## src/hw/rtl/wtpek_pkg.sv

```systemverilog
// Package for the windowed top-priority event keeper.
// Holds field widths, codes and the entry and window types.
// No dependencies.
package wtpek_pkg;

    localparam int KEEP_COUNT_DEF = 32;
    localparam int TIME_W         = 56;
    localparam int PRIO_W         = 32;
    localparam int RANK_W         = 5;
    localparam int KEPT_W         = 6;
    localparam int TOTAL_W        = 32;
    localparam int APB_DATA_W     = 64;
    localparam int APB_ADDR_W     = 4;

    localparam logic FUNC_ADD  = 1'b0;
    localparam logic FUNC_READ = 1'b1;

    // Register select bit of paddr
    localparam logic CFG_WIN_START = 1'b0;
    localparam logic CFG_WIN_STOP  = 1'b1;

    localparam logic [TIME_W-1:0]  TIME_MAX  = {TIME_W{1'b1}};
    localparam logic [TOTAL_W-1:0] TOTAL_MAX = {TOTAL_W{1'b1}};

    typedef struct packed {
        logic [TIME_W-1:0] t_start;
        logic [TIME_W-1:0] t_stop;
        logic [PRIO_W-1:0] prio;
    } entry_t;

    typedef struct packed {
        logic [TIME_W-1:0] t_start;
        logic [TIME_W-1:0] t_stop;
    } window_t;

endpackage

```

## src/hw/rtl/wtpek_cfg.sv

```systemverilog
// APB register file for the job window of the event keeper.
// Depends on wtpek_pkg.
module wtpek_cfg
    import wtpek_pkg::*;
(
    input  logic                  clk,
    input  logic                  rst_n,
    input  logic                  psel,
    input  logic                  penable,
    input  logic                  pwrite,
    input  logic [APB_ADDR_W-1:0] paddr,
    input  logic [APB_DATA_W-1:0] pwdata,
    output logic [APB_DATA_W-1:0] prdata,
    output logic                  pready,
    output window_t               window
);

    window_t win_reg;
    window_t win_next;
    logic    wr_en;

    assign pready = 1'b1;
    assign wr_en  = psel && penable && pwrite && pready;

    always_comb
    begin
        win_next = win_reg;
        if (wr_en)
        begin
            unique case (paddr[3])
                CFG_WIN_START: win_next.t_start = pwdata[TIME_W-1:0];
                CFG_WIN_STOP:  win_next.t_stop  = pwdata[TIME_W-1:0];
                default:       win_next = win_reg;
            endcase
        end
    end

    always_ff @(posedge clk or negedge rst_n)
    begin
        if (!rst_n)
        begin
            win_reg.t_start <= '0;
            win_reg.t_stop  <= TIME_MAX;
        end
        else
        begin
            win_reg <= win_next;
        end
    end

    always_comb
    begin
        unique case (paddr[3])
            CFG_WIN_START: prdata = APB_DATA_W'(win_reg.t_start);
            CFG_WIN_STOP:  prdata = APB_DATA_W'(win_reg.t_stop);
            default:       prdata = '0;
        endcase
    end

    assign window = win_reg;

endmodule

```

## config.mk

```make
export PLATFORM = sky130hd
export DESIGN_NAME = wtpek_cfg
export DESIGN_NICKNAME = d
export VERILOG_FILES = /design/src/hw/rtl/wtpek_pkg.sv /design/src/hw/rtl/wtpek_cfg.sv
export SDC_FILE = /design/constraint.sdc
export NUM_CORES = 1
export LEC_CHECK = 0
export BUFFER_PORTS_ARGS = -buffer_cell sky130_fd_sc_hd__clkbuf_2
export CAP_MARGIN = 30
export CORE_ASPECT_RATIO = 0.7
export CORE_MARGIN = 5
export CORE_UTILIZATION = 45
export CTS_CLUSTER_DIAMETER = 100
export DETAILED_ROUTE_END_ITERATION = 12
export GPL_TIMING_DRIVEN = 0
export PLACE_DENSITY = 0.76
export RECOVER_POWER = 100
export SLEW_MARGIN = 20
export SYNTH_ARGS = -nofsm -noshare
export SYNTH_HDL_FRONTEND = slang
export SYNTH_SLANG_ARGS = --single-unit
```

## constraint.sdc

```tcl
create_clock -name clk -period 1.4 [get_ports clk]
set_input_delay 0.28 -clock clk [delete_from_list [all_inputs] [get_ports clk]]
set_output_delay 0.28 -clock clk [all_outputs]
set_load 0.02 [all_outputs]
```

# Yosys cells after proc, flatten, opt, wreduce, memory -nomap -nowiden
# Cells that the tools add are included.
dict set report op_classes {
  reduce_logical 4
  n_mux 1
  n_bitwise 1
}
# operator n
set ops {}
lappend ops {{case mux 64 bit (2 select lines)} 1}
lappend ops {{AND reduction 2 bit} 2}
lappend ops {{logical AND 1 bit} 2}
lappend ops {{NOT 1 bit} 1}
dict set report word_totals {
  out_inout_bits 177
  regBits 112
}

# Longest topological paths before layout
dict set report depth {
  depth_word 3
  ltp_mapped 4
  depth_no_buf 2
}

# Least setup slack after synthesis
# No wires, ideal clock.
dict set report synth_timing {
  path_type {in2out}
  from {in paddr[3]}
  to {out prdata[14]}
  slack_ns 0.039
  cell_stages 3
  n_path_buf 2
  arrival_ns 1.081
  cell_sequence {buf_2 -> buf_2 -> mux2_2}
}
dict set report synth_via {
  elab_chain_cells 2
}
# element line_no
set synth_lines {}
lappend synth_lines {{start, declared} wtpek_cfg.sv:11} ;# input logic [APB_ADDR_W-1:0] paddr,
lappend synth_lines {{NOT 1 bit} n/a}
lappend synth_lines {{case mux 64 bit (2 select lines) (*)} wtpek_cfg.sv:53} ;# unique case (paddr[3])
lappend synth_lines {{end, declared} wtpek_cfg.sv:13} ;# output logic [APB_DATA_W-1:0] prdata,
# Mark *: on every way between the ends. The rest lies on a longest branch, timed or not. The select of a mux whose other input is x is not followed.

# Worst setup path after layout
dict set report layout_timing {
  from {reg win_reg, in the netlist window[38]}
  to {out prdata[38]}
}
dict set report layout_via {
  elab_chain_cells 1
}
# element line_no
set layout_lines {}
lappend layout_lines {{start, declared} wtpek_cfg.sv:18} ;# window_t win_reg;
lappend layout_lines {{start signal, assigned} wtpek_cfg.sv:47} ;# win_reg <= win_next;
lappend layout_lines {{case mux 64 bit (2 select lines)} wtpek_cfg.sv:53}
# Every way passes these cells. The select of a mux whose other input is x is not followed.

==> impl.org <==
** Clock tree
- Worst-Skew Late Latency :: 340 ps
- H-tree depth :: 3
- The tree built by TritonCTS fans out to 112 sinks.
- Root Buffer :: sky130_fd_sc_hd__clkbuf_16
- Maximum buffer depth of the clock tree :: 2
- Clk slew on worst S/H paths :: 80 ps
- Cts bufs inserted :: 9
- CTS tree :: built

** Power
- Power spent charging and discharging nets :: 0.004881 W
- IR analysis of the VDD net gives a maximum drop of 0.0009905 V.
- For this design the ratio of total power to cell area is 1680 nW/um2.
- Total power for the finished layout comes to 0.01404 W.
- Proportion of power drawn by combinational gates :: 45.2%
- In this run, the clock network consumes 20.2% of the power.
- Of the total power, the share spent switching nets is 34.78%.
- Of the total power, registers draw 34.7%.
- The internal portion of the total power is 0.009154 W.
- The analysis attributes to cell leakage a power of 4.222 nW.

** Worst setup path
- Worst flop-to-flop path endpoint :: window[83]$_DFFE_PN0P_
- Worst Reg-to-Reg Cells :: 2
- Critical path class :: reg2out
- Worst-case register-to-register setup slack :: 410 ps
- The critical path starts at window[38]$_DFFE_PN1P_.
- In this run the worst path has a maximum fanout of 2.
- STA classifies the critical path startpoint as a register.
- R2R Path Start :: window[83]$_DFFE_PN0P_
- CP Data Required Time :: 1120 ps
- The worst setup path is captured at an output pin.
- Endpoint arrival time on the critical path :: 1230 ps

** Min path
- Count of cells along the worst hold path :: 2
- Class of the tightest hold or removal check :: in2reg
- For hold timing, the worst endpoint is window[72]$_DFFE_PN0P_.
- The startpoint identified for the worst hold timing path is pwdata[16].

** Global route
- Number of antenna violations at the first check in global routing :: 0
- Entering global routing, the biggest net connects 63 pins.
- Via count of the first global-routing pass :: 4,372
- The first global-routing pass estimated 25,550 um of wire.
- Global router's overall resource usage :: 23.20%
- Global routing finished with a remaining overflow of 0.

** Synthesis
- After synthesis, flip-flops and latches occupy 55.62% of the total area.
- Synthesis produced a netlist whose cell count is 311.
- Number of storage elements in the synthesis netlist :: 112
- Mean Syn Cell Area :: 16.61 um2
- Total number of yosys warnings :: 0
- Library cells used by synthesis :: 11
- The cell area that synthesis handed to floorplanning was 5165 um2.

** STA
- Count of endpoints failing hold in the final timing report :: 0
- Setup violations remaining at the end of the flow were counted as 61.
- Static timing analysis puts the maximum clock frequency at 0.6621 GHz.
- Worst hold slack across all endpoints :: 166.4 ps
- Share of the clock period used by the worst path after layout :: 107.9%
- Relative slew margins :: 50.29%
- Worst Skew :: 0 ps
- Once routing completed, OpenROAD measured the worst setup slack at -110.4 ps.
- Final Max Slew Viols :: 0
- Subtracting the final worst setup slack from the clock period gives 1510 ps.
- Worst-margin pin slew :: 745.6 ps
- Setup repair after global routing could not meet its margin everywhere.

** Die
- Floorplan die area :: 13,750 um2
- Effective utilization at floorplan :: 46.40%
- Die Wd :: 138.1 um
- Vertical die dimension :: 99.64 um
- Row generation in the floorplan step produced 32 rows.
- # IOs :: 250
- The total area inside the core boundary comes to 11,130 um2.

** Detailed routing
- Drt initial violations :: 111
- First drt pass iteration count :: 4
- Detailed routing inserted a total of 3,961 vias.
- Routed wire length :: 17,490 um
- After detailed routing, the number of vias per cell comes to 5.052.
- Mean routed wirelength per cell :: 22.31 um
- After detailed routing, the number of remaining DRC violations is 0.
- Once detail routing completed, the nets flagged for antenna violations numbered 0.

** Cells and area
- Leaving out fill and tap cells, the most frequent cell in the layout is sky130_fd_sc_hd__clkbuf_2.
- The repair_antennas step left the layout with diodes totalling 0.
- Share of cells above drive strength 1 :: 77.81%
- Commonest cells after routing, fill and taps aside :: 132 x sky130_fd_sc_hd__clkbuf_2, 96 x sky130_fd_sc_hd__mux2_4, 60 x sky130_fd_sc_hd__buf_4
- The register with the most flip-flops in the layout has 112 of them.
- Utilization of the core after routing :: 75.06%
- P&R area growth vs syn :: 61.75%
- Number of nets at the end of the flow :: 699
- The layout has 682 filler cells.

** Flow run
- Across the run, the number of max-cap violations was 0.

** Place
- Port Buffers :: 229
- Final estimated routing congestion in global placement :: 0.7739
- Dpl ws :: -466.4 ps
- Detailed placement finished with a half-perimeter wire length of 10,110 um.

** Run status
- The run finished, with violations left.
- Failing checks :: negative setup slack
==> how the worst max path moves through the flow <==
stage,to,slack [ps]
after global placement,window[102]$_DFFE_PN0P_,-1450
after floorplan,prdata[14],40
after global routing,prdata[38],-140
after detailed placement,prdata[17],-470
after CTS,prdata[4],-90
final,prdata[38],-110
==> cell usage after synthesis (all sizes together) <==
cell type	number	share of area, %
dfstp	56	28
nand4	1	0.12
mux2	168	40
buf	27	4.1
nand4b	1	0.46
conb	2	0.15
dfrtp	56	27
==> metrics by stage <==
stage	TNS (ps)	std cells	area (um2)
after floorplan	0	318	5191
after global placement	-140970	700	6529
after detailed placement	-19240	701	6565
after CTS	-3816	767	8083
after global routing	-7312	784	8354
final	-3262	784	8354
==> routing by layer <==
metal	track usage, %	vias up	share of wire (%)
li1	-	1723	-
met1	28.82	2014	41
met2	40.70	196	50
met3	6.824	28	7.2
met4	4.708	0	1.9
met5	0	-	0
==> cells by family (layout without fill, tap and decap cells) <==
kind of cell | Yosys count | count (layout) | synth area share (%)
AND/OR/NAND/NOR | 2 | 2 | 0.5814
flip-flops | 112 | 112 | 55.62
other | 2 | 9 | 0.1454
buffers and inverters | 27 | 340 | 4.118
multiplexers | 168 | 168 | 39.53
==> power by group through the flow <==
stage	clock (W)	combinational (W)	sequential, W
floorplan	0	0.00181	0.00564
global placement	0	0.00416	0.00479
detailed placement	0	0.00424	0.00486
CTS	0.00286	0.00566	0.00479
global route	0.00299	0.00661	0.00496
finish	0.00283	0.00634	0.00487
==> worst max-delay path, cell delays in order (launching register included) <==
cell	delay, ps
sky130_fd_sc_hd__dfstp_2	580
sky130_fd_sc_hd__mux2_4	190
sky130_fd_sc_hd__buf_8	110
==> cell type report <==
| cell class | instances | area [um2] | share of cell area, % |
|---|---|---|---|
| Sequential cell | 112 | 2873 | 34.39 |
| Timing Repair Buffer | 297 | 2400 | 28.73 |
| Multi-Input combinational cell | 179 | 2301 | 27.54 |
| Buffer | 27 | 264.0 | 3.160 |
| Clock buffer | 9 | 225.2 | 2.696 |
| Tap cell | 153 | 191.4 | 2.291 |
| Clock inverter | 7 | 100.1 | 1.198 |
==> timing repair <==
item,4_1_cts,5_1_grt
setup endpoints to repair,56,72
setup buffers,47,15
endpoints found under the hold margin,25,0
hold buffers,1,0
pin swaps,0,0
gates resized for setup,191,105
gates cloned,2,2
(Power assumes the default switching activity.)
