==> src/hw/rtl/wtpek_pkg.sv <==
// Package for the windowed top-priority event keeper.
// Holds field widths, codes and the entry and window types.
// No dependencies.
package wtpek_pkg;

    localparam int KEEP_COUNT_DEF = 32;
    localparam int TIME_W         = 56;
    localparam int PRIO_W         = 32;
    localparam int RANK_W         = 5;
    localparam int KEPT_W         = 6;
    localparam int TOTAL_W        = 32;
    localparam int APB_DATA_W     = 64;
    localparam int APB_ADDR_W     = 4;

    localparam logic FUNC_ADD  = 1'b0;
    localparam logic FUNC_READ = 1'b1;

    // Register select bit of paddr
    localparam logic CFG_WIN_START = 1'b0;
    localparam logic CFG_WIN_STOP  = 1'b1;

    localparam logic [TIME_W-1:0]  TIME_MAX  = {TIME_W{1'b1}};
    localparam logic [TOTAL_W-1:0] TOTAL_MAX = {TOTAL_W{1'b1}};

    typedef struct packed {
        logic [TIME_W-1:0] t_start;
        logic [TIME_W-1:0] t_stop;
        logic [PRIO_W-1:0] prio;
    } entry_t;

    typedef struct packed {
        logic [TIME_W-1:0] t_start;
        logic [TIME_W-1:0] t_stop;
    } window_t;

endpackage

==> src/hw/rtl/wtpek_cell.sv <==
// One rank of the sorted entry chain.
// Holds one entry; on insert takes the new entry or shifts in its left neighbor.
// Depends on wtpek_pkg.
module wtpek_cell
    import wtpek_pkg::*;
(
    input  logic   clk,
    input  logic   insert_en,
    input  logic   occupied,
    input  entry_t new_entry,
    input  entry_t left_entry,
    input  logic   left_ins,
    output logic   ins,
    output entry_t entry
);

    entry_t entry_reg;
    entry_t entry_next;

    // New entry ranks at or before this slot
    assign ins = !occupied || (entry_reg.prio < new_entry.prio);

    always_comb
    begin
        entry_next = entry_reg;
        if (insert_en && ins)
        begin
            entry_next = left_ins ? left_entry : new_entry;
        end
    end

    always_ff @(posedge clk)
    begin
        entry_reg <= entry_next;
    end

    assign entry = entry_reg;

endmodule
==> config.mk <==
export PLATFORM = sky130hd
export DESIGN_NAME = wtpek_cell
export DESIGN_NICKNAME = d
export VERILOG_FILES = /design/src/hw/rtl/wtpek_pkg.sv /design/src/hw/rtl/wtpek_cell.sv
export SDC_FILE = /design/constraint.sdc
export NUM_CORES = 1
export LEC_CHECK = 0
export BUFFER_PORTS_ARGS = -buffer_cell sky130_fd_sc_hd__buf_2
export CELL_PAD_IN_SITES_DETAIL_PLACEMENT = 1
export CELL_PAD_IN_SITES_GLOBAL_PLACEMENT = 1
export CORE_AREA = 3 3 168 170
export DETAILED_ROUTE_END_ITERATION = 7
export DIE_AREA = 0 0 171 173
export PLACE_DENSITY_LB_ADDON = 0.2
export SYNTH_ARGS = -nofsm -noshare
export SYNTH_HDL_FRONTEND = slang
export SYNTH_SLANG_ARGS = --single-unit
==> constraint.sdc <==
create_clock -name clk -period 14.4 [get_ports clk]
set_input_delay 4.32 -clock clk [delete_from_list [all_inputs] [get_ports clk]]
set_output_delay 4.32 -clock clk [all_outputs]
set_load 0.05 [all_outputs]
# Word-level counts from Yosys, hierarchy flattened

Cells that the tools add are included.

Word-level logic and storage cells: 8
Input bits: 292
Register bits: 144
Output and inout bits: 145

$lt $le $gt $ge: 1
Reductions and logical operators: 3
Multiplexer cells: 1

Operators by type and width:

| cell                        | count |
|---|---|
| 144-bit two-way mux         | 1 |
| 32-bit less-than comparator | 1 |
| 1-bit logical AND           | 1 |
| 1-bit logical NOT           | 1 |
| 1-bit logical OR            | 1 |

# Depth between registers and ports, before layout

Gate-level depths: netlist of run 1.

Depth after elaboration: 3
Depth in mapped cells: 7
Mapped depth without buffers: 7

# Worst setup path after synthesis of run 1

Ideal clock, no wire load.

Path type: input to register
From: input new_entry[22] (netlist bit)
To: register entry_reg, in the netlist entry[0] (enable)
Cell stages on the path: 7
Setup time: 632 ps
Path slack: 2625 ps
Buffers on the path: 0
Arrival time: 11143 ps
Data required time: 13768 ps
Cell sequence: inv_1 > ha_1 > a21oi_1 > nand2_1 > a221oi_4 > o311ai_2 > a211oi_2

Word-level cells in the longest chain between the ends: 3

Ends and longest elaborated chain:

| what                        | line             | text |
|---|---|---|
| from (decl)                 | wtpek_cell.sv:10 | `input entry_t new_entry,` |
| 32-bit less-than comparator | wtpek_cell.sv:21 | `assign ins = !occupied \|\| (entry_reg.prio < new_entry.prio);` |
| 1-bit logical OR            | wtpek_cell.sv:21 |  |
| 1-bit logical AND           | wtpek_cell.sv:26 | `if (insert_en && ins)` |
| to (signal assigned)        | wtpek_cell.sv:34 | `entry_reg <= entry_next;` |
| to (decl)                   | wtpek_cell.sv:17 | `entry_t entry_reg;` |

Every way passes these cells.
A chain may end at the register's enable or synchronous reset.

# Final worst setup path of run 1

From: input new_entry[22] (netlist bit)
To: output ins

Word-level cells in the longest chain between the ends: 2

Ends and longest elaborated chain:

| what                        | line             | text |
|---|---|---|
| 32-bit less-than comparator | wtpek_cell.sv:21 |  |
| 1-bit logical OR            | wtpek_cell.sv:21 |  |
| to (decl)                   | wtpek_cell.sv:13 | `output logic ins,` |

Every way passes these cells.

==> results of run 1 <==
-- cells in the final DEF, fill, tap and decap left out, types with 2 or more instances in the layout --
master	count
sky130_fd_sc_hd__ha_1	31
sky130_fd_sc_hd__buf_4	4
sky130_fd_sc_hd__inv_1	33
sky130_fd_sc_hd__a21oi_1	9
sky130_fd_sc_hd__edfxtp_1	144
sky130_fd_sc_hd__mux2_2	113
sky130_fd_sc_hd__o21ai_0	32
sky130_fd_sc_hd__buf_2	435
sky130_fd_sc_hd__inv_6	5
sky130_fd_sc_hd__and4_1	2
sky130_fd_sc_hd__clkinvlp_4	2
sky130_fd_sc_hd__bufinv_16	3
sky130_fd_sc_hd__nor2_1	4
sky130_fd_sc_hd__clkbuf_16	17
sky130_fd_sc_hd__nand3_1	4
sky130_fd_sc_hd__nand2_1	39
sky130_fd_sc_hd__clkinv_2	2
sky130_fd_sc_hd__a21o_1	5
-- report_power, final --
group          total (W)  switching [W]  internal (W)  leakage [nW]
registers       0.000516     0.00000985      0.000506          1.39
logic           0.000282       0.000194     0.0000880          2.83
clock network   0.000465       0.000189      0.000276         0.293
total            0.00126       0.000393      0.000870          4.52
-- worst paths after layout --
kind / slack, ns / end / start
hold reg to reg: 1.25 / entry[31] / entry[15]
hold / removal: 1.25 / entry[31] / entry[15]
setup reg to reg: 10.65 / entry[1] / entry[22]
setup / recovery: 3.98 / ins / new_entry[22]
-- routing by layer --
layer  wire [um]  vias to the layer above
met3        2230                       17
met2       12100                      245
met1        8720                     2528
met4         209                        2
li1            -                     2568
met5          13                        -
-- final cells by class --
type | instances | share of cell area [%]
tap | 341 | 4.28
sequential | 144 | 43.4
antenna | 1 | 0.0251
multi-input combinational | 253 | 22.7
timing repair buffer | 440 | 22.3
clock buffer | 17 | 4.27
clock inverter | 14 | 1.80
inverter | 33 | 1.24
-- critical path, cell delays in order --
cell	delay (ns)
sky130_fd_sc_hd__buf_2	0.07
sky130_fd_sc_hd__inv_1	0.04
sky130_fd_sc_hd__ha_1	0.33
sky130_fd_sc_hd__a21oi_1	0.16
sky130_fd_sc_hd__nand2_1	0.11
sky130_fd_sc_hd__a221oi_4	0.37
sky130_fd_sc_hd__o311ai_2	0.23
sky130_fd_sc_hd__a21oi_1	0.17
sky130_fd_sc_hd__buf_2	0.29
-- metrics by stage --
step           instances  worst slack (ns)  total power [W]  area (um^2)
5_1_grt             1243              3.89          0.00132         9960
2_1_floorplan        449              2.62         0.000720         6790
3_3_place_gp        1211              3.99         0.000809         9350
6_report            1243              3.98          0.00126         9960
3_5_place_dp        1211              3.96         0.000811         9350
4_1_cts             1242              3.95          0.00128         9960
-- cell families (layout without fill, tap and decap cells) --
kind of cell | Yosys count | count (layout)
and+or+nand+nor | 52 | 52
muxes | 113 | 113
other | 0 | 1
AOI/OAI and AO/OA | 57 | 57
DFF | 144 | 144
buffers and inverters | 52 | 504
adders and majority gates | 31 | 31
==> flow_results.org, run 1 <==
** Worst setup path
- Measured in cells, the most critical reg-to-reg path has a length of 8.
- The worst setup path is captured at an output pin.
- At the worst endpoint, the arrival time is 6.10 ns.
- The critical path is of the in -> out type.
- Crit Path Max Fanout :: 3
- Data required time of the worst path :: between 10 and 15 ns
- STA classifies the critical path startpoint as an input pin.

** Final layout
- The register with the most flip-flops in the layout has ~140 of them.
- In the final design database the tool counted approximately 1.2k nets.
- Cells fill between 30% and 40% of the core in the end.
- Filler Cells Inserted :: 3,016
- Area growth, synth to finish :: 46.8%
- Share of layout cells above drive strength 1 :: roughly 65%
- FF/Latch Area :: ~4300 um^2
- The multi-input combinational cells in the finished layout cover a total of between 2000 and 2500 um^2.

** Logic synthesis
- Primary FF master, synth :: sky130_fd_sc_hd__edfxtp_1
- Synthesized-area fraction occupied by xor and xnor cells :: 0%
- Count of flip-flops with a built-in enable after synthesis :: roughly 140
- By count the netlist is led by 144 x sky130_fd_sc_hd__edfxtp_1, 113 x sky130_fd_sc_hd__mux2_2, 39 x sky130_fd_sc_hd__nand2_1.
- After synthesis the netlist holds a flip-flop and latch count of about 140.
- Syn Nets :: between 700 and 800
- Combined area of all synthesized cells :: between 6000 and 7000 um^2
- Leading post-synthesis cells by cell area :: sky130_fd_sc_hd__edfxtp_1 64%, sky130_fd_sc_hd__mux2_2 19%, sky130_fd_sc_hd__ha_1 5.7%, sky130_fd_sc_hd__o21ai_0 2.4%, sky130_fd_sc_hd__nand2_1 2.2%
- Area fraction in compound gates after synthesis :: 5.53%
- Async set-reset flop share out of synthesis :: 0%
- Synth area leader :: sky130_fd_sc_hd__edfxtp_1
- The number of different library cells used by synthesis comes to 27.
- Adder and majority cell fraction of the synthesized area :: between 5 and 6%
- Dominant cell by count in the synthesized netlist :: sky130_fd_sc_hd__edfxtp_1
- Measured against the total synthesized area, the mux share comes to 18.8%.
- Counting every instance in the synthesized netlist gives 449.
- Dominant combinational cell family by area after synthesis :: multiplexers
- Synth Warn # :: 0
- Portion of the post-synthesis area used by sequential elements :: between 60% and 70%
- Simple-gate share of the synthesized area :: 3.21%
- A synthesized cell averages approximately 15 um^2.
- Summed over its instances, the top area cell type makes up 63.7% of the synthesized netlist area.

** Global route
- The initial antenna violation count was 2.
- Met1 track demand over resource :: 16.7%
- Entering global routing, the biggest net connects roughly 110 pins.
- Global-route usage over all layers :: between 10% and 20%
- The number of global-route vias before repair is roughly 5.8k.
- Global Route met3 Usage :: between 5 and 6%
- The layer flagged by global routing as most heavily used is met2.
- After global routing the overflow that remains totals 0.
- Global-route wire length before repair :: 34.3 mm
- In the global route stage, met2 resource usage came out at 27.6%.

** Route
- Total detailed-routing wirelength :: around 23 mm
- In the final routed layout, each cell accounts on average for 18.7 um.
- Total number of vias :: around 5.4k
- The first routing iteration left 229 violations.
- For this run, design rule violations remaining after detail routing come to 0.
- In the routed layout, each cell is associated on average with a via count of between 4 and 5.
- TritonRoute pass-1 iters :: 4
- Antenna Nets Post-Route :: 0

** Timing
- In the finished design, the share of the clock period the worst path needs comes to 72.3%.
- The worst path in the final design needs a cycle of around 10 ns, including I/O delays and setup.
- For the final database, setup skew stands at roughly 0.014 ns.
- At the pin with the least slew margin, the transition time is 0.965 ns.
- Setup repair after global routing left no endpoint under its margin.
- Remaining max-slew budget at the tightest pin :: 35.6%
- Maximum achievable frequency :: about 0.096 GHz
- The final count of hold timing violations was 0.
- Worst hold margin :: approximately 1.3 ns
- The number of max-slew violations in the final report came to 0.
- Setup violations, final :: 0
- Setup total negative slack on the finished layout was measured at 0 ns.

** Die
- approximately 440 I/O pins were placed.
- The die covers between 20,000 and 30,000 um^2.
- In this run the core area contains 60 standard-cell rows.
- The die is between 150 and 200 um tall.
- The region available for standard cell placement spans between 20,000 and 30,000 um^2.
- Horizontal die dimension :: about 170 um
- Effective utilization at floorplan :: 25.2%

** Placed design
- Once detailed placement completed, the half-perimeter wirelength came to 18.4 mm.
- The congestion estimate from routability-driven global placement came to 0.727.
- Number of buffers added on ports :: ~440

** CTS
- TritonCTS built the clock tree.
- The tree is rooted in a sky130_fd_sc_hd__clkbuf_16.
- Count of hold buffers inserted by post-cts repair :: 0
- In this run the post-CTS setup repair buffer count came out at 0.
- Once the clock tree was built, the resizer swapped 0 gates to a different size.
- The clock passes through at most 2 buffers.
- Htree depth :: 4
- The clock net in this run drives a total of ~140 sinks.
- Clock-pin slew was measured on the worst setup and hold paths at about 0.070 ns.
- TritonCTS created 17 clock buffers.
- Clk_lat worst skew :: roughly 0.42 ns

** Power and ir drop
- Pwr dens :: roughly 130 nW/um^2
- The analysis attributes to cell leakage a power of roughly 4.5 nW.
- Maximum vdd ir drop :: about 0.068 mV

** Worst hold path
- The worst hold path belongs to the class reg -> reg.
- Worst hold path depth :: 5

** Run
- Reported max-cap violation count :: 0

** Run status
- The run finished with clean final reports.
(Power assumes the default switching activity.)
==> run 2: changes to the inputs <==
--- a/config.mk
+++ b/config.mk
@@ -5,12 +5,13 @@
 export SDC_FILE = /design/constraint.sdc
 export NUM_CORES = 1
 export LEC_CHECK = 0
+export ABC_AREA = 1
 export BUFFER_PORTS_ARGS = -buffer_cell sky130_fd_sc_hd__buf_2
 export CELL_PAD_IN_SITES_DETAIL_PLACEMENT = 1
 export CELL_PAD_IN_SITES_GLOBAL_PLACEMENT = 1
-export CORE_AREA = 3 3 168 170
+export CORE_AREA = 3 3 169 171
 export DETAILED_ROUTE_END_ITERATION = 7
-export DIE_AREA = 0 0 171 173
+export DIE_AREA = 0 0 172 174
 export PLACE_DENSITY_LB_ADDON = 0.2
 export SYNTH_ARGS = -nofsm -noshare
 export SYNTH_HDL_FRONTEND = slang
==> constraint.sdc (replaced) <==
create_clock -name clk -period 10.5 [get_ports clk]
set_input_delay 3.15 -clock clk [delete_from_list [all_inputs] [get_ports clk]]
set_output_delay 3.15 -clock clk [all_outputs]
set_load 0.05 [all_outputs]
==> flow_results.org, run 2 <==
** Run status
- The run finished with clean final reports.

** Worst hold path
- For hold timing, the worst endpoint is entry[19].
- Worst hold path depth :: 7 (+2)
- Classification of the worst-slack hold path :: reg -> reg
- In this run the most critical hold path is launched from entry[31].

** Global route
- Vias in the first global route :: 5,912 (+1.9%)
- The initial antenna violation count is 8 (+6).
- The global route total overflow is 0 (unchanged).
- Global-route usage over all layers :: 15.8% (+0.50 points)
- Global-route wire length before repair :: 35.0 mm (+2.3%)
- The maximum number of pins on one net before global-route repair came to 111 (+2.8%).

** Timing
- Remaining max-slew budget at the tightest pin :: 29.9% (-5.7 points)
- After layout, the minimum clock period comes to around 7.7 ns.
- Worst hold margin :: 1.52 ns (+0.268 ns)
- Setup violations, final :: 0 (unchanged)
- Total count of hold-check failures in the final report :: 0 (unchanged)
- The clock skew came to 0.0122 ns (-0.00198 ns).
- Maximum achievable frequency :: around 0.13 GHz
- The number of max-slew violations in the final report was 0 (unchanged).
- Total Negative Setup Slacks :: 0 ns (unchanged)
- The worst path uses about three quarters of the clock period.
- The slew of the pin with the lowest slew margin came to 1.05 ns (+0.0861 ns).
- Setup repair after global routing left no endpoint under its margin.

** CTS
- The tree is rooted in a sky130_fd_sc_hd__clkbuf_16.
- Number of resized instances in the post-cts repair step :: 0 (unchanged)
- Num Clock Sinks :: 144 (unchanged)
- The clock network latency to the later pin of the worst-skew pair came to 0.42 ns (about the same).
- Htree depth :: 4 (unchanged)
- The clock buffer count from CTS came to 17 (unchanged).
- Deepest clock path buffer count :: 2 (unchanged)
- Clock tree from TritonCTS :: yes
- The number of buffers added to fix hold violations after cts is 0 (unchanged).
- Setup fix buffers added after clock tree synthesis :: 0 (unchanged)
- Clock transition time at the flip-flop clock pins of the worst setup and hold paths :: 0.07 ns (about the same)

** Route
- TritonRoute pass-1 iters :: 4 (unchanged)
- The residual antenna-violating net count after detailed routing is 0 (unchanged).
- The detail-routed via count per cell was 4.33 (+0.52%).
- The total number of vias came to 5,509 (+2.8%).
- Total detailed-routing wirelength :: 24.3 mm (+4.4%)
- Post-detailed-route DRC marker count :: 0 (unchanged)
- The detailed-route wire length per cell is 19.1 um (+2.1%).
- The first-iteration detailed-routing DRC count is 191 (-17%).

** Final layout
- Multi-input combinational cell area :: 2230 um^2 (-1.4%)
- Leaving out fill and tap cells, the most frequent cell in the layout is sky130_fd_sc_hd__buf_2.
- The number of fill cells in the layout is 3,072 (+1.9%).
- The flip-flop count of the largest register after layout came to 144 (unchanged).
- Total number of nets in the final design :: 1,237 (+2.1%)
- Final design instance area without fill :: 9940 um^2 (-0.20%)
- Share of layout cells above drive strength 1 :: 63.1% (-2.4 points)
- Relative to the synthesized area, the layout overhead comes to 45.0%.
- FF/Latch Area :: 4320 um^2 (unchanged)
- Commonest cells after routing, fill and taps aside :: 435 x sky130_fd_sc_hd__buf_2, 144 x sky130_fd_sc_hd__edfxtp_1, 113 x sky130_fd_sc_hd__mux2_2

** Die
- Horizontal die dimension :: 172 um (+0.58%)
- Number of I/O pins :: 437 (unchanged)
- Overall die area :: 29,900 um^2 (+1.2%)
- The placeable core area is 27,000 um^2 (+0.56%).
- Placement Rows :: 60 (unchanged)
- The die boundary height came to 174 um (+0.58%).
- The starting density of the core is 25.4% (+0.11 points).

** Worst setup path
- Arrival time of the worst setup path :: 4.57 ns (-1.53 ns)
- The worst register-to-register path begins at entry[5].
- The worst reg-to-reg path cell count was 11 (+3).
- The setup slack on the worst flop-to-flop path was 7.73 ns (-2.92 ns).
- Setup crit end kind :: output pin
- STA classifies the critical path startpoint as an input pin.
- In this run the critical register-to-register path is captured at entry[75].
- By startpoint and endpoint, the worst setup path is classified as in -> out.
- Crit Path Max Fanout :: 2 (-1)
- Data required time of the worst path :: 7.35 ns (-2.73 ns)

** Logic synthesis
- Sorting the synthesized cells by how often they occur yields 144 x sky130_fd_sc_hd__edfxtp_1, 113 x sky130_fd_sc_hd__mux2_2, 62 x sky130_fd_sc_hd__nand2_1.
- Combined area of all synthesized cells :: 6850 um^2 (+1.0%)
- Number of flip-flops and latches in the synthesized netlist :: 144 (unchanged)
- The number of instances in the synthesized netlist was 475 (+5.8%).
- Count of flip-flops with a built-in enable after synthesis :: 144 (unchanged)
- Primary FF master, synth :: sky130_fd_sc_hd__edfxtp_1
- Mean Syn Cell Area :: 14.4 um^2 (-4.5%)
- Async set-reset flop share out of synthesis :: 0% (unchanged)
- Of all cell types, the one taking the most synthesized area is sky130_fd_sc_hd__edfxtp_1.
- Syn Nets :: 798 (+3.4%)
- Leading post-synthesis cells by cell area :: sky130_fd_sc_hd__edfxtp_1 63%, sky130_fd_sc_hd__mux2_2 19%, sky130_fd_sc_hd__ha_1 5.7%, sky130_fd_sc_hd__nand2_1 3.4%, sky130_fd_sc_hd__o21ai_0 2.6%
- The number of distinct standard cells referenced by the synthesized netlist came to 16 (-41%).
- The share of the synthesized area in the top cell type is 63.1% (-0.64 points).
- Yosys instantiated no cell more often than sky130_fd_sc_hd__edfxtp_1.
- Synth Warn # :: 0 (unchanged)
- The part of the Yosys area used for sequential elements is 63.1% (-0.64 points).

** Power and ir drop
- The leakage power is 4.56 nW (+0.97%).
- The total power per unit cell area came to 172 nW/um^2 (+36%).
- The peak supply drop came to 0.0729 mV (+7.3%).

** Placed design
- Post-place instance area :: 9340 um^2 (-0.15%)
- The quantity of I/O buffers inserted on ports is 436 (unchanged).
- Placer Congestion :: 0.755 (+3.7%)
- The half-perimeter wire length after placement is 19.3 mm (+4.9%).

** Run
- The number of maximum-capacitance constraint violations came to 0 (unchanged).
## run 2: power breakdown
part | switching, W | internal, W
logic | 0.000264 | 0.000116
registers | 0.0000137 | 0.000694
clock network | 0.000285 | 0.000341
## run 2: metrics by stage
step | worst slack [ns] | power (W) | util [%] | instances
2_1_floorplan | 1.86 | 0.000983 | - | 475
3_3_place_gp | 2.72 | 0.00110 | 34.6 | 1236
3_5_place_dp | 2.73 | 0.00111 | 34.6 | 1236
4_1_cts | 2.73 | 0.00174 | 36.8 | 1268
5_1_grt | 2.57 | 0.00180 | 36.8 | 1269
6_report | 2.78 | 0.00171 | 36.8 | 1271
## run 2: how the worst max path moves through the flow
stage	cells after the start	to	slack [ns]	start
floorplan	11	entry[0]	1.86	new_entry[5]
global placement	11	ins	2.72	new_entry[29]
detailed placement	11	ins	2.73	new_entry[29]
global route	13	ins	2.57	new_entry[5]
CTS	11	ins	2.73	new_entry[29]
finish	13	ins	2.78	new_entry[5]
## run 2: metal layers
metal	global-route usage (%)	part of all wire [%]
met1	16.3	35
met2	28.1	52
met5	0	0.31
met4	3.66	1.5
met3	8.32	12
## run 2: critical path, cell delays in order
cell and delay [ns]:
sky130_fd_sc_hd__buf_2 0.08, sky130_fd_sc_hd__inv_1 0.04, sky130_fd_sc_hd__ha_1 0.30, sky130_fd_sc_hd__a21oi_1 0.14, sky130_fd_sc_hd__nor2_1 0.06, sky130_fd_sc_hd__nor3_2 0.10
sky130_fd_sc_hd__nand2_1 0.09, sky130_fd_sc_hd__nand2_1 0.07, sky130_fd_sc_hd__nand2_1 0.06, sky130_fd_sc_hd__nand2_1 0.06, sky130_fd_sc_hd__nand2_1 0.10, sky130_fd_sc_hd__nand2_1 0.08
sky130_fd_sc_hd__buf_2 0.25
## run 2: final cells by class
cell class / count / share of cell area (%)
Clock buffer: 17 / 4.28
Tap cell: 341 / 4.29
Inverter: 40 / 1.51
Clock inverter: 15 / 1.69
Timing Repair Buffer: 439 / 22.2
Antenna cell: 3 / 0.0755
Multi-Input combinational cell: 272 / 22.4
Sequential cell: 144 / 43.5
## run 2: kinds of logic (layout without fill, tap and decap cells)
logic type	Yosys count	count (layout)	synth area share, %
compound gates	50	50	3.65
buf+inv	59	511	4.56
flops	144	144	63.1
fa+ha+maj	31	31	5.66
other cells	0	3	0
mux	113	113	18.6
simple gates	78	78	4.47
==> run 3: changes to the inputs <==
--- a/config.mk
+++ b/config.mk
@@ -5,13 +5,13 @@
 export SDC_FILE = /design/constraint.sdc
 export NUM_CORES = 1
 export LEC_CHECK = 0
-export ABC_AREA = 1
+export ABC_AREA = 0
 export BUFFER_PORTS_ARGS = -buffer_cell sky130_fd_sc_hd__buf_2
 export CELL_PAD_IN_SITES_DETAIL_PLACEMENT = 1
 export CELL_PAD_IN_SITES_GLOBAL_PLACEMENT = 1
-export CORE_AREA = 3 3 169 171
+export CORE_AREA = 3 3 168 170
 export DETAILED_ROUTE_END_ITERATION = 7
-export DIE_AREA = 0 0 172 174
+export DIE_AREA = 0 0 171 173
 export PLACE_DENSITY_LB_ADDON = 0.2
 export SYNTH_ARGS = -nofsm -noshare
 export SYNTH_HDL_FRONTEND = slang
==> constraint.sdc (replaced) <==
create_clock -name clk -period 7.45 [get_ports clk]
set_input_delay 2.235 -clock clk [delete_from_list [all_inputs] [get_ports clk]]
set_output_delay 2.235 -clock clk [all_outputs]
set_load 0.05 [all_outputs]
==> flow_results.org, run 3 (synthesis results as in run 1) <==
** Die
- The area of the die came to 29,600 um^2 (-1.2%).
- The die boundary height is 173 um (-0.57%).
- Placement Rows :: 60 (unchanged)
- The width of the die came to 171 um (-0.58%).
- Number of I/O pins :: 437 (unchanged)
- Area of the core :: 26,900 um^2 (-0.56%)
- The starting density of the core came to 25.2% (-0.11 points).

** Global route
- Global-route usage over all layers :: 16.5% (+0.74 points)
- Global-route wire length before repair :: 36.4 mm (+3.9%)
- The maximum number of pins on one net before global-route repair was 102 (-8.1%).
- The global route total overflow came to 0 (unchanged).
- Number of antenna violations at the first check in global routing :: 11 (+3)
- The number of global-route vias before repair is 6,009 (+1.6%).

** Route
- The detail-routed via count per cell was 4.35 (+0.31%).
- Total detailed-routing wirelength :: 24.9 mm (+2.6%)
- Drt wl/cell :: 19.9 um (+4.0%)
- The total number of vias came to 5,448 (-1.1%).
- The remaining routing DRC violations was 0 (unchanged).
- The first-pass iteration count of the detailed router is 4 (unchanged).
- Antenna Nets Post-Route :: 0 (unchanged)
- Number of violations reported at the end of detailed-routing iteration 0 :: 319 (+67%)

** Final layout
- Compared with the post-synthesis result, the final layout area differs by 48.1%.
- The final net count came to 1,213 (-1.9%).
- FF/Latch Area :: 4320 um^2 (unchanged)
- The final non-filler cell area was 10,000 um^2 (+1.1%).
- Multi-input combinational cell area :: 2310 um^2 (+3.5%)
- The flip-flop count of the largest register after layout was 144 (unchanged).
- Commonest cells after routing, fill and taps aside :: 435 x sky130_fd_sc_hd__buf_2, 144 x sky130_fd_sc_hd__edfxtp_1, 113 x sky130_fd_sc_hd__mux2_2
- Most frequent standard cell in the layout excluding fill and tap cells :: sky130_fd_sc_hd__buf_2
- The fraction of final layout cells sized beyond drive strength 1 was 66.3% (+3.2 points).
- Filler Cells Inserted :: 3,042 (-0.98%)

** Placed design
- The routability congestion estimate from global placement was 0.777 (+2.9%).
- Number of buffers added on ports :: 436 (unchanged)
- The half-perimeter wire length after placement came to 19.6 mm (+1.6%).
- The post-detailed-placement cell area is 9410 um^2 (+0.71%).
- Pre-CTS setup slack :: 1.10 ns (-1.63 ns)

** Timing
- The clock period could shrink to roughly 6.3 ns.
- The number of setup violations in the final report was 0 (unchanged).
- Setup repair after global routing missed its margin :: false
- The worst slew margin relative to its limit was 34.3% (+4.4 points).
- The worst-case setup margin in the final layout is 1.14 ns (-1.64 ns).
- The final count of hold timing violations was 0 (unchanged).
- Timing would allow up to 0.158 GHz.
- The number of max-slew violations in the final report was 0 (unchanged).
- Worst-Margin Slew :: 0.985 ns (-0.0661 ns)
- Of the available clock period, the critical path in the final layout requires between 80 and 90%.
- Total Negative Setup Slacks :: 0 ns (unchanged)
- The clock skew was 0.0174 ns (+0.00519 ns).

** CTS
- Clock transition time at the flip-flop clock pins of the worst setup and hold paths :: 0.06 ns (about the same)
- Count of hold buffers inserted by post-cts repair :: 0 (unchanged)
- The clock buffer count from CTS is 17 (unchanged).
- The clock network latency to the later pin of the worst-skew pair was 0.42 ns (about the same).
- The number of clock sinks came to 144 (unchanged).
- Number of resized instances in the post-cts repair step :: 0 (unchanged)
- Clock tree from TritonCTS :: yes
- The root buffer cell chosen for the clock tree is sky130_fd_sc_hd__clkbuf_16.
- The total setup buffers inserted after CTS is 0 (unchanged).
- Htree depth :: 4 (unchanged)
- Deepest clock path buffer count :: 2 (unchanged)

** Power and ir drop
- Pwr dens :: 246 nW/um^2 (+43%)
- Part of the power in registers :: 40.4% (-0.9 points)
- The fraction of power consumed by the clock network was 37.4% (+0.9 points).
- The share of total power in combinational logic is 22.2% (about the same).
- Leakage power :: 4.52 nW (-0.86%)
- Maximum vdd ir drop :: 0.129 mV (+77%)
- The internal power consumption was 0.00169 W (+47%).
- Switching part of the total power :: 31.6% (-1.2 points)
- Net switching power :: 0.000780 W (+39%)

** Worst hold path
- The cell count of the worst hold path was 5 (-2).
- Classification of the worst-slack hold path :: reg -> reg

** Worst setup path
- The setup slack on the worst flop-to-flop path is 4.21 ns (-3.52 ns).
- Timing endpoint of the critical path :: ins
- Critical path startpoint :: new_entry[11]
- In this run the critical register-to-register path is launched from entry[14].
- Arrival time of the worst setup path :: 4.08 ns (-0.49 ns)
- The worst path required time is 5.22 ns (-2.13 ns).
- Nature of the critical path startpoint :: input pin
- Crit path kind :: in -> out
- Critical register-to-register path endpoint :: entry[58]
- Setup crit end kind :: output pin
- Crit Path Max Fanout :: 2 (unchanged)
- The worst reg-to-reg path cell count was 8 (-3).

** Run status
- Outcome :: finished, final reports clean

** Run
- The number of maximum-capacitance constraint violations came to 0 (unchanged).
-- run 3: cell types whose count changed in the layout (fill, tap and decap cells not counted), sizes merged, moves of 3 or more --
| cell | delta |
|---|---|
| nor2 | -6 |
| a211oi | +3 |
| nand2 | -23 |
| diode | +7 |
| a21o | +5 |
| clkinv | -3 |
| inv | -10 |
| a21oi | -6 |
| clkinvlp | +3 |
-- run 3: through the flow --
| step | total power [W] | util [%] | hold slack, ns | std cells |
|---|---|---|---|---|
| floorplan | 0.00139 | - | 2.04 | 449 |
| global placement | 0.00157 | 35.0 | 1.28 | 1212 |
| detailed placement | 0.00157 | 35.0 | 1.30 | 1212 |
| CTS | 0.00251 | 37.3 | 1.32 | 1243 |
| global route | 0.00258 | 37.4 | 1.38 | 1251 |
| finish | 0.00247 | 37.4 | 1.27 | 1253 |
-- run 3: cell type report --
class | instances | area share, %
clock inverters | 14 | 1.89
inverters | 33 | 1.23
well taps | 341 | 4.25
clock buffers | 17 | 4.23
flip-flops and latches | 144 | 43.0
multi-input cells | 253 | 23.0
diodes | 10 | 0.249
repair buffers | 441 | 22.2
-- run 3: layer usage --
metal	GRT usage, %	up-vias	share of wire, %
met3	8.37	27	11
met4	5.40	4	1.9
li1	-	2586	-
met1	16.0	2601	33
met5	0	-	0.084
met2	30.1	230	54
-- run 3: worst max-delay path, cell delays in order --
cell	delay [ns]
sky130_fd_sc_hd__buf_2	0.07
sky130_fd_sc_hd__inv_1	0.05
sky130_fd_sc_hd__ha_1	0.31
sky130_fd_sc_hd__a21oi_1	0.14
sky130_fd_sc_hd__o21ai_0	0.13
sky130_fd_sc_hd__a221oi_2	0.32
sky130_fd_sc_hd__o311ai_2	0.21
sky130_fd_sc_hd__a21oi_1	0.29
sky130_fd_sc_hd__buf_2	0.33
-- run 3: power by group through the flow --
stage	Clock (W)	Combinational (W)	Sequential (W)
global route	0.000986	0.000589	0.00101
CTS	0.000955	0.000558	0.000999
floorplan	0	0.000142	0.00125
detailed placement	0	0.000556	0.00102
finish	0.000924	0.000547	0.000998
global placement	0	0.000553	0.00101
-- run 3: how the worst min path moves through the flow --
stage | from | endpoint
finish | entry[23] | entry[0]
global route | entry[23] | entry[0]
CTS | entry[23] | entry[0]
detailed placement | entry[23] | entry[0]
global placement | entry[23] | entry[20]
floorplan | entry[31] | entry[0]
